## config.mk

```make
export PLATFORM = sky130hd
export DESIGN_NAME = bpa_ram
export DESIGN_NICKNAME = d
export VERILOG_FILES = /design/src/rtl/bpa_ram.sv
export SDC_FILE = /design/constraint.sdc
export NUM_CORES = 1
export LEC_CHECK = 0
export BUFFER_PORTS_ARGS = -buffer_cell sky130_fd_sc_hd__buf_2
export CAP_MARGIN = 20
export CORE_AREA = 2 2 104 106
export DETAILED_ROUTE_END_ITERATION = 10
export DIE_AREA = 0 0 106 108
export PLACE_DENSITY = 0.63
export REMOVE_ABC_BUFFERS = 1
export SYNTH_ARGS = -nofsm -noshare
export SYNTH_HDL_FRONTEND = slang
export SYNTH_SLANG_ARGS = --single-unit
```

## constraint.sdc

```tcl
create_clock -name clock -period 6 [get_ports clock]
set_input_delay 1.8 -clock clock [delete_from_list [all_inputs] [get_ports clock]]
set_output_delay 1.8 -clock clock [all_outputs]
set_load 0.01 [all_outputs]
```

## src/rtl/bpa_ram.sv

```systemverilog
// ----------------------------------------------------------------------------
// Generic single-port RAM
// One write or read per cycle, registered read data.
// ----------------------------------------------------------------------------
module bpa_ram #(
   parameter int Width = 8,
   parameter int Depth = 16
) (
   input  logic                     clock,
   input  logic                     we,
   input  logic [$clog2(Depth)-1:0] addr,
   input  logic [Width-1:0]         wdata,
   output logic [Width-1:0]         rdata
);
   logic [Width-1:0] mem_ff [Depth];
   logic [Width-1:0] rdata_ff;

   always_ff @(posedge clock) begin
      if (we) begin
         mem_ff[addr] <= wdata;
      end
      rdata_ff <= mem_ff[addr];
   end

   assign rdata = rdata_ff;
endmodule

```

==> results of run 1 <==
path summary, 6_finish.rpt:
check | endpoint | cells after the start
max | mem_ff[11][0]$_DFFE_PP_ | 4
min | rdata[0]$_DFF_P_ | 3
max reg2reg | rdata[6]$_DFF_P_ | 3
min reg2reg | rdata[0]$_DFF_P_ | 3
cells by family (layout without fill, tap and decap cells):
| group | Yosys count | count (layout) |
|---|---|---|
| AND/OR/NAND/NOR | 35 | 35 |
| flip-flops | 136 | 136 |
| multiplexers | 32 | 32 |
| buffers and inverters | 11 | 58 |
| AO/OA/AOI/OAI | 16 | 16 |
synthesized netlist by cell type:
master	n
clkbuf_2	1
dfxtp_1	8
buf_2	2
and2_1	1
nand3_1	1
nor2_1	13
nor2b_1	2
or3b_2	1
nand3b_1	2
edfxtp_1	128
nand2_1	9
mux4_2	32
nor3_1	4
a22oi_1	16
buf_1	4
buf_6	2
clkbuf_1	2
nand2b_1	2
sequential cells by signal (all words and copies together), names as in the netlist:
name / cells
mem_ff: 128
rdata: 8
metrics by stage:
stage                     area (µm²)  instances  hold slack (ns)  util (%)  setup slack (ns)
after CTS                       5959        413           0.6965     58.25             2.390
after detailed placement        5320        381           0.6804     52.00             1.829
after floorplan                 5007        219           0.6349         -             2.707
final                           5959        413           0.6946     58.25             2.423
after global routing            5959        413           0.7117     58.25             2.185
after global placement          5320        381           0.6680     52.00             1.869
where the power goes:
part	total (µW)	switching [µW]	leakage (µW)	internal (µW)
Sequential	1070	5.24	0.00122	1060
Clock	1110	386	0.000314	721
Combinational	97.6	58.8	0.000420	38.8
Total	2270	450	0.00196	1820
per-layer routing:
layer  track usage (%)  routed length, µm
met1             23.70               3947
met2             30.09               4865
met3             6.389                517
met4             6.203                 98
met5                 0                  0
cell type report:
class,count,area (µm²),area share (%)
tap,136,170.2,2.855
multi-input combinational,83,1003,16.84
timing repair buffer,26,142.6,2.393
clock buffer,18,417.9,7.012
clock inverter,14,221.5,3.716
sequential,136,4004,67.18
worst max-delay path: cells and delay by family:
| family | cells | cell delay, ns |
|---|---|---|
| buffers and inverters | 2 | 1.07 |
| and+or+nand+nor | 2 | 0.84 |
==> summary.md, run 1 <==
| Metric | Value |
|---|---|
| Most frequent cells in the layout | `128 x edfxtp_1, 32 x mux4_2, 21 x buf_2` |
| Power Density | `381.2 nW/µm²` |
| Xor/xnor cell area share of the yosys netlist | `0%` |
| Root buffer cell | `clkbuf_8` |
| Clk pin slew, worst setup/hold paths | `0.06 ns` |
| Port Buffers | `21` |
| Yosys top cell area share | `75.85%` |
| NumNets Final | `278` |
| RSZ-0062 raised after global routing | `no` |
| Worst-path fanout max | `28` |
| Drt pass-1 iters | `4` |
| Most common cell after layout, fill and taps aside | `edfxtp_1` |
| Antenna Cells | `0` |
| Routed wire length | `9428 µm` |
| Status | `finished, final reports clean` |
| Vias in the first global route | `2,406` |
| Mux cell area share after synthesis | `14.22%` |
| CP endpoint kind | `flop` |
| CTS resizes | `0` |
| Largest cells by area after synthesis | `edfxtp_1 76%, mux4_2 14%, dfxtp_1 3.2%, a22oi_1 2.4%, nor2_1 0.96%` |
| Post-synth top area cell | `edfxtp_1` |
| Peak supply drop | `0.0001611 V` |
| FP Rows | `37` |
| R2R Setup Slk | `4.62 ns` |
| Ys Warns | `0` |
| Synth Area in Adders | `0%` |
| Post-synthesis compound-gate area fraction | `2.370%` |
| Worst reg2reg startpoint | `mem_ff[7][6]$_DFFE_PP_` |
| Final Setup Violations | `0` |
| # Post-CTS Setup Buffers | `0` |
| Core area | `10,230 µm²` |
| Hold Crit Start | `mem_ff[11][0]$_DFFE_PP_` |
| Sequential share of the synthesized area | `79.01%` |
| Mapped Area | `5067 µm²` |
| GRT Util Overall | `18.51%` |
| Total CTS buffers | `17` |
| Final Max Tran Viols | `0` |
| Deepest clock path buffer count | `2` |
| Largest net degree at the start of global routing | `40` |
| GP Congestion | `0.7380` |
| I/O pin count | `22` |
| Worst EP arrival | `3.72 ns` |
| Post-Synth Simple-Gate Area | `3.210%` |
| Layout cells sized above 1 | `32.49%` |
| Clock Sinks | `136` |
| DR vias/cell | `5.477` |
| Power Total | `2272 µW` |
| Clock skew | `0.004134 ns` |
| Crit-path cells | `buf_2 -> buf_4 -> nand2_1 -> nor2_1` |
| Remaining DRCs | `0` |
| DR vias | `2,262` |
| Routed Antenna Nets | `0` |
| Mean Syn Cell Area | `22.03 µm²` |
| CP startpoint | `addr[0]` |
| Final hold violation count | `0` |
| Cell leakage power | `0.001957 µW` |
| CTS Hold Bufs | `0` |
| TritonCTS clock tree | `done` |
| Delay of the slowest cell on the worst path | `0.70 ns` |
| Fill cell count | `751` |
| Worst Max-Slew Pin Slew | `0.9336 ns` |
| Max-Cap Viols | `0` |
| Synth Instances | `230` |
| Layout area overhead | `17.61%` |
| Worst Setup Path Type | `in -> reg` |
| Hpwl dp | `5742 µm` |
| Hold Crit Class | `reg -> reg` |
| Unique masters post-synth | `18` |
| Antenna violations before repair | `0` |
| CP Data Required Time | `6.14 ns` |
| Clk_lat worst skew | `0.51 ns` |
| GRT overflow | `0` |
| Worst setup SP type | `input port` |
| Die Area | `11,450 µm²` |
| Total negative setup slack | `0 ns` |
| Final worst path period need | `3.577 ns` |
| Achievable Freq | `279.6 MHz` |
| Initial DRC count | `122` |
| Average wire per standard cell | `22.83 µm` |
| Synth Register Bits | `136` |
| Die height | `108 µm` |
| CP max-delay cell | `buf_2` |
| Largest family of logic cells by synthesized area | `multiplexers` |
| Slew HR | `37.76%` |
| Die X | `106 µm` |
| First-pass GRT wire length | `14,290 µm` |
| H-Tree Depth | `4` |
| Final Cycle Share | `59.61%` |
| Initial Util | `49.53%` |
No activity file was read; power rests on OpenSTA's default activity.
==> run 2: changes to the inputs <==
--- a/config.mk
+++ b/config.mk
@@ -10,7 +10,7 @@
 export CORE_AREA = 2 2 104 106
 export DETAILED_ROUTE_END_ITERATION = 10
 export DIE_AREA = 0 0 106 108
-export PLACE_DENSITY = 0.63
+export PLACE_DENSITY = 0.66
 export REMOVE_ABC_BUFFERS = 1
 export SYNTH_ARGS = -nofsm -noshare
 export SYNTH_HDL_FRONTEND = slang
==> constraint.sdc (replaced) <==
create_clock -name clock -period 2.9 [get_ports clock]
set_input_delay 0.87 -clock clock [delete_from_list [all_inputs] [get_ports clock]]
set_output_delay 0.87 -clock clock [all_outputs]
set_load 0.01 [all_outputs]
==> run 2 against run 1 <==
Against the previous run:
- sequential power is 110% higher
- combinational power is 110% higher
- die area stayed put
- setup slack worse by 1.4 ns
- utilization is 0.31 points higher
- non-clock buffer count is 17 higher
- global-route usage is 0.60 points lower
- count of clock-buffer cells in the layout is 3 higher
- clock power is 69% higher
- via count is 3.6% higher
- power is 89% higher
- design area is 0.52% higher
==> summary.md, run 2 (synthesized netlist as in run 1, its figures left out) <==
| Metric | Value |
|---|---|
| Drt pass-1 iters | `5 (was 4)` |
| Vias in the first global route | `2,505 (was 2,406)` |
| Remaining DRCs | `0 (unchanged)` |
| CTS resizes | `0 (unchanged)` |
| Status | `finished, final reports clean (unchanged)` |
| Total CTS buffers | `17 (unchanged)` |
| Layout cells sized above 1 | `35.71% (was 32.49%)` |
| Worst-path fanout max | `17 (was 28)` |
| Initial DRC count | `170 (was 122)` |
| WL met2 | `4740 µm (was 4865 µm)` |
| Clk pin slew, worst setup/hold paths | `0.06 ns (about the same)` |
| DR vias/cell | `5.451 (was 5.477)` |
| Most common cell after layout, fill and taps aside | `edfxtp_1 (unchanged)` |
| Die X | `106 µm (unchanged)` |
| Initial Util | `49.53% (unchanged)` |
| Clk_lat worst skew | `0.51 ns (about the same)` |
| DRT met1 WL | `3669 µm (was 3947 µm)` |
| Worst setup SP type | `input port (unchanged)` |
| Final core occ | `58.55% (was 58.25%)` |
| Final Max Tran Viols | `0 (unchanged)` |
| Largest net degree at the start of global routing | `40 (unchanged)` |
| GP Congestion | `0.7321 (was 0.7380)` |
| Routed Antenna Nets | `0 (unchanged)` |
| Antenna Cells | `0 (unchanged)` |
| Hpwl dp | `5859 µm (was 5742 µm)` |
| RSZ-0062 raised after global routing | `no (unchanged)` |
| CTS Hold Bufs | `0 (unchanged)` |
| Deepest clock path buffer count | `2 (unchanged)` |
| Most frequent cells in the layout | `128 x edfxtp_1, 32 x mux4_2, 21 x buf_2, 21 x buf_4 (was 128 x edfxtp_1, 32 x mux4_2, 21 x buf_2)` |
| Final instance area | `5991 µm² (was 5959 µm²)` |
| Post-Place Setup Slack | `0.4464 ns (was 1.829 ns)` |
| Final hold violation count | `0 (unchanged)` |
| Die height | `108 µm (unchanged)` |
| Die Area | `11,450 µm² (unchanged)` |
| GRT overflow | `0 (unchanged)` |
| Clock Sinks | `136 (unchanged)` |
| Dpl cell area | `5460 µm² (was 5320 µm²)` |
| Peak supply drop | `0.0003871 V (was 0.0001611 V)` |
| TritonCTS clock tree | `done (unchanged)` |
| GRT Util Overall | `17.92% (was 18.51%)` |
| Power Density | `717.4 nW/µm² (was 381.2 nW/µm²)` |
| Met3 wire length | `503 µm (was 517 µm)` |
| Worst Max-Slew Pin Slew | `0.5717 ns (was 0.9336 ns)` |
| # Post-CTS Setup Buffers | `0 (unchanged)` |
| I/O pin count | `22 (unchanged)` |
| H-Tree Depth | `4 (unchanged)` |
| DR vias | `2,344 (was 2,262)` |
| Final Setup Violations | `0 (unchanged)` |
| Routed wire length | `9010 µm (was 9428 µm)` |
| Final worst path period need | `1.901 ns` |
| Average wire per standard cell | `20.95 µm (was 22.83 µm)` |
| Port Buffers | `21 (unchanged)` |
| Clock skew | `0.005332 ns (was 0.004134 ns)` |
| Achievable Freq | `526.0 MHz` |
| NumNets Final | `295 (was 278)` |
| Root buffer cell | `clkbuf_8 (unchanged)` |
| Core area | `10,230 µm² (unchanged)` |
| Total negative setup slack | `0 ns (unchanged)` |
| CP Data Required Time | `3.29 ns (was 6.14 ns)` |
| Top Metal Used | `met4 (unchanged)` |
| Layout area overhead | `18.22% (was 17.61%)` |
| Most flops, register | `mem_ff (unchanged)` |
| First-pass GRT wire length | `14,260 µm (was 14,290 µm)` |
| Hold Crit Class | `reg -> reg (unchanged)` |
| Antenna violations before repair | `0 (unchanged)` |
| Max reg flops | `128 (unchanged)` |
| Cell leakage power | `0.002007 µW (was 0.001957 µW)` |
| Max-Cap Viols | `0 (unchanged)` |
| Slew HR | `61.81% (was 37.76%)` |
| CP endpoint kind | `flop (unchanged)` |
| FP Rows | `37 (unchanged)` |
| Worst EP arrival | `2.29 ns (was 3.72 ns)` |
| Worst Setup Path Type | `in -> reg (unchanged)` |
| Setup WS post-layout | `0.9988 ns (was 2.423 ns)` |
| Final Cycle Share | `65.56%` |
-- run 2: metrics by stage --
step	hold slack [ns]	std cells	total power (µW)
floorplan	0.6349	219	2345
global placement	0.6525	398	2452
detailed placement	0.6617	398	2459
CTS	0.6751	430	4338
global route	0.6919	430	4458
finish	0.6725	430	4298
-- run 2: power breakdown --
group	total, µW	internal, µW	switching, µW
clock	1880	1160	720
combinational	204	87.8	116
sequential	2210	2200	12.4
-- run 2: cell type report --
cell class,instances,area (µm²)
tap,136,170.2
clock buffer,21,449.2
clock inverter,11,81.33
sequential,136,4004
multi-input combinational,83,1003
timing repair buffer,43,282.8
fill,737,4240
-- run 2: final timing paths --
check	from	end	slack [ns]	cells after the start
max	addr[1]	rdata[3]$_DFF_P_	1.0	5
min	mem_ff[14][7]$_DFFE_PP_	rdata[7]$_DFF_P_	0.67	3
max reg2reg	mem_ff[2][4]$_DFFE_PP_	rdata[4]$_DFF_P_	1.57	3
min reg2reg	mem_ff[14][7]$_DFFE_PP_	rdata[7]$_DFF_P_	0.67	3
-- run 2: worst max-delay path, cell delays in order --
cell and delay [ns]:
buf_2 0.38, buf_4 0.33, mux4_2 0.32, a22oi_1 0.28, nand2_1 0.10
-- run 2: layer usage --
layer / vias to the layer above / track usage (%)
met5: - / 0
met4: 0 / 7.801
li1: 1068 / -
met2: 63 / 29.59
met3: 8 / 4.762
met1: 1205 / 22.71
==> run 3: changes to the inputs <==
==> constraint.sdc (replaced) <==
create_clock -name clock -period 1.5 [get_ports clock]
set_input_delay 0.45 -clock clock [delete_from_list [all_inputs] [get_ports clock]]
set_output_delay 0.45 -clock clock [all_outputs]
set_load 0.01 [all_outputs]
==> run 3 against run 2 <==
Against the previous run:
- setup slack worse by 0.94 ns
- wire length rose by 0.33%
- design area increased by 2.9%
- via count rose by 1.3%
- first-iteration DRC count is 15% lower
- count of clock-buffer cells in the layout up 3
- critical endpoint is now rdata[0]
- largest power group unchanged
- critical path type is now reg -> out
- register-to-register slack got worse by 1.4 ns
==> summary.md, run 3 (synthesized netlist as in run 1, its figures left out) <==
| Metric | Value |
|---|---|
| Status | `finished, final reports clean (unchanged)` |
| Psw | `1670 µW (was 848.2 µW)` |
| TritonCTS clock tree | `done (unchanged)` |
| Routed wire length | `9040 µm (was 9010 µm)` |
| Core area | `10,230 µm² (unchanged)` |
| Die height | `108 µm (unchanged)` |
| Net Sw Frac | `18.68% (was 19.74%)` |
| Layout cells sized above 1 | `36.79% (was 35.71%)` |
| Internal cell power | `7269 µW (was 3449 µW)` |
| GRT overflow | `0 (unchanged)` |
| Total negative setup slack | `0 ns (unchanged)` |
| Global Route met3 Usage | `5.063% (was 4.762%)` |
| Most flops, register | `mem_ff (unchanged)` |
| Delay of the slowest cell on the worst path | `0.35 ns (was 0.38 ns)` |
| Worst EP arrival | `1.00 ns (was 2.29 ns)` |
| Final Setup Violations | `0 (unchanged)` |
| Final Cycle Share | `96.40%` |
| Clk pin slew, worst setup/hold paths | `0.06 ns (about the same)` |
| Worst-path fanout max | `1 (was 17)` |
| DR vias | `2,374 (was 2,344)` |
| Final Max Tran Viols | `0 (unchanged)` |
| Power Density | `1450 nW/µm² (was 717.4 nW/µm²)` |
| CP Data Required Time | `1.05 ns (was 3.29 ns)` |
| Worst setup SP type | `flop (was input port)` |
| Antenna violations before repair | `0 (unchanged)` |
| Hpwl dp | `6038 µm (was 5859 µm)` |
| First-pass GRT wire length | `14,480 µm (was 14,260 µm)` |
| Port Buffers | `21 (unchanged)` |
| Hold Crit Class | `in -> reg (was reg -> reg)` |
| I/O pin count | `22 (unchanged)` |
| Initial DRC count | `145 (was 170)` |
| Slew HR | `52.53% (was 61.81%)` |
| Most frequent cells in the layout | `128 x edfxtp_1, 32 x mux4_2, 22 x buf_4 (was 128 x edfxtp_1, 32 x mux4_2, 21 x buf_2, 21 x buf_4)` |
| Hold slack | `0.3062 ns (was 0.6725 ns)` |
| Die X | `106 µm (unchanged)` |
| Cell leakage power | `0.002077 µW (was 0.002007 µW)` |
| GP Congestion | `0.7287 (was 0.7321)` |
| CP endpoint kind | `output port (was flop)` |
| Fill cell count | `709 (was 737)` |
| Clock skew | `0.009439 ns (was 0.005332 ns)` |
| GR Layer Usage met1 | `23.91% (was 22.71%)` |
| Final hold violation count | `0 (unchanged)` |
| Largest net degree at the start of global routing | `24 (was 40)` |
| Initial Util | `49.53% (unchanged)` |
| H-Tree Depth | `4 (unchanged)` |
| CP max-delay cell | `dfxtp_2 (was buf_2)` |
| Root buffer cell | `clkbuf_8 (unchanged)` |
| Achievable Freq | `691.6 MHz` |
| RSZ-0062 raised after global routing | `no (unchanged)` |
| Worst Setup Path Type | `reg -> out (was in -> reg)` |
| Most common cell after layout, fill and taps aside | `edfxtp_1 (unchanged)` |
| Die Area | `11,450 µm² (unchanged)` |
| Worst Max-Slew Pin Slew | `0.7107 ns (was 0.5717 ns)` |
| FP Rows | `37 (unchanged)` |
| Remaining DRCs | `0 (unchanged)` |
| NumNets Final | `300 (was 295)` |
| M2 GR Usage | `29.03% (was 29.59%)` |
| Final worst path period need | `1.446 ns` |
| Final core occ | `60.25% (was 58.55%)` |
| Total CTS buffers | `17 (unchanged)` |
| DR vias/cell | `5.457 (was 5.451)` |
| Peak supply drop | `0.0006641 V (was 0.0003871 V)` |
| Top delay family on crit path | `flip-flops (was buffers and inverters)` |
| Antenna Cells | `0 (unchanged)` |
| Grt peak-use layer | `met2 (unchanged)` |
| Crit-path cells | `buf_2 (was buf_2 -> buf_4 -> mux4_2 -> a22oi_1 -> nand2_1)` |
| Routed Antenna Nets | `0 (unchanged)` |
| Drt pass-1 iters | `4 (was 5)` |
| Final instance area | `6165 µm² (was 5991 µm²)` |
| Worst Path Buf+Inv | `1 (was 2)` |
| Max-Cap Viols | `0 (unchanged)` |
| Deepest clock path buffer count | `2 (unchanged)` |
| Power share of the clock group | `47.5% (was 43.8%)` |
| Seq pwr share | `47.8% (was 51.4%)` |
| Average wire per standard cell | `20.78 µm (was 20.95 µm)` |
| # Post-CTS Setup Buffers | `0 (unchanged)` |
| Power Total | `8939 µW (was 4298 µW)` |
| Vias in the first global route | `2,510 (was 2,505)` |
| Layout area overhead | `21.65% (was 18.22%)` |
| GRT Util Overall | `18.22% (was 17.92%)` |
| Comb pwr share | `4.7% (about the same)` |
| Clock Sinks | `136 (unchanged)` |
| Dpl cell area | `5548 µm² (was 5460 µm²)` |
| Clk_lat worst skew | `0.52 ns (was 0.51 ns)` |
| Max reg flops | `128 (unchanged)` |
## run 3: changes by cell type in the layout (fill, tap and decap cells not counted)
| cell | previous run | this run |
|---|---|---|
| dfxtp_1 | 8 | 7 |
| bufinv_16 | 1 | 4 |
| buf_12 | 1 | 5 |
| clkbuf_1 | 2 | 4 |
| clkinv_1 | 1 | 0 |
| buf_4 | 21 | 22 |
| clkinv_2 | 8 | 2 |
| clkbuf_8 | 3 | 4 |
| dfxtp_2 | 0 | 1 |
| clkinvlp_4 | 1 | 2 |
## run 3: worst paths after layout
kind / startpoint / end / slack [ns] / cells after the start
hold / removal: wdata[5] / mem_ff[7][5]$_DFFE_PP_ / 0.31 / 1
hold reg to reg: mem_ff[15][2]$_DFFE_PP_ / rdata[2]$_DFF_P_ / 0.67 / 3
setup / recovery: rdata[0]$_DFF_P_ / rdata[0] / 0.05 / 1
setup reg to reg: mem_ff[7][1]$_DFFE_PP_ / rdata[1]$_DFF_P_ / 0.15 / 3
## run 3: through the flow
step	std cells	worst slack [ns]
global route	435	0.006655
global placement	403	-0.3482
CTS	435	0.01470
floorplan	219	-0.4429
finish	435	0.05407
detailed placement	403	-0.3712
## run 3: cell type report
class                      count  area, µm²  share of cell area [%]
clock inverter                 8      145.1                   2.354
multi-input combinational     83       1003                   16.28
sequential                   136       4005                   64.97
clock buffer                  24      470.5                   7.631
timing repair buffer          48      370.4                   6.008
tap                          136      170.2                   2.760
## run 3: per-layer routing
layer  part of all wire, %  wire length, µm  vias up
met4                   1.8              165        0
met1                    43             3890     1231
li1                      -                -     1071
met2                    51             4583       58
met3                   4.4              400       14
met5                     0                0        -
## run 3: what timing repair did
| item | 4_1_cts | 5_1_grt |
|---|---|---|
| gates resized for setup | 1 | 0 |
| endpoints found under the setup margin | 1 | 0 |
| hold buffers | 0 | 0 |
## run 3: power by group through the flow
stage | Clock [µW] | Sequential, µW | Combinational [µW]
after global placement | 0 | 4350 | 419
after floorplan | 0 | 4360 | 175
after detailed placement | 0 | 4360 | 427
final | 4240 | 4280 | 420
after CTS | 4330 | 4280 | 429
after global routing | 4510 | 4280 | 461
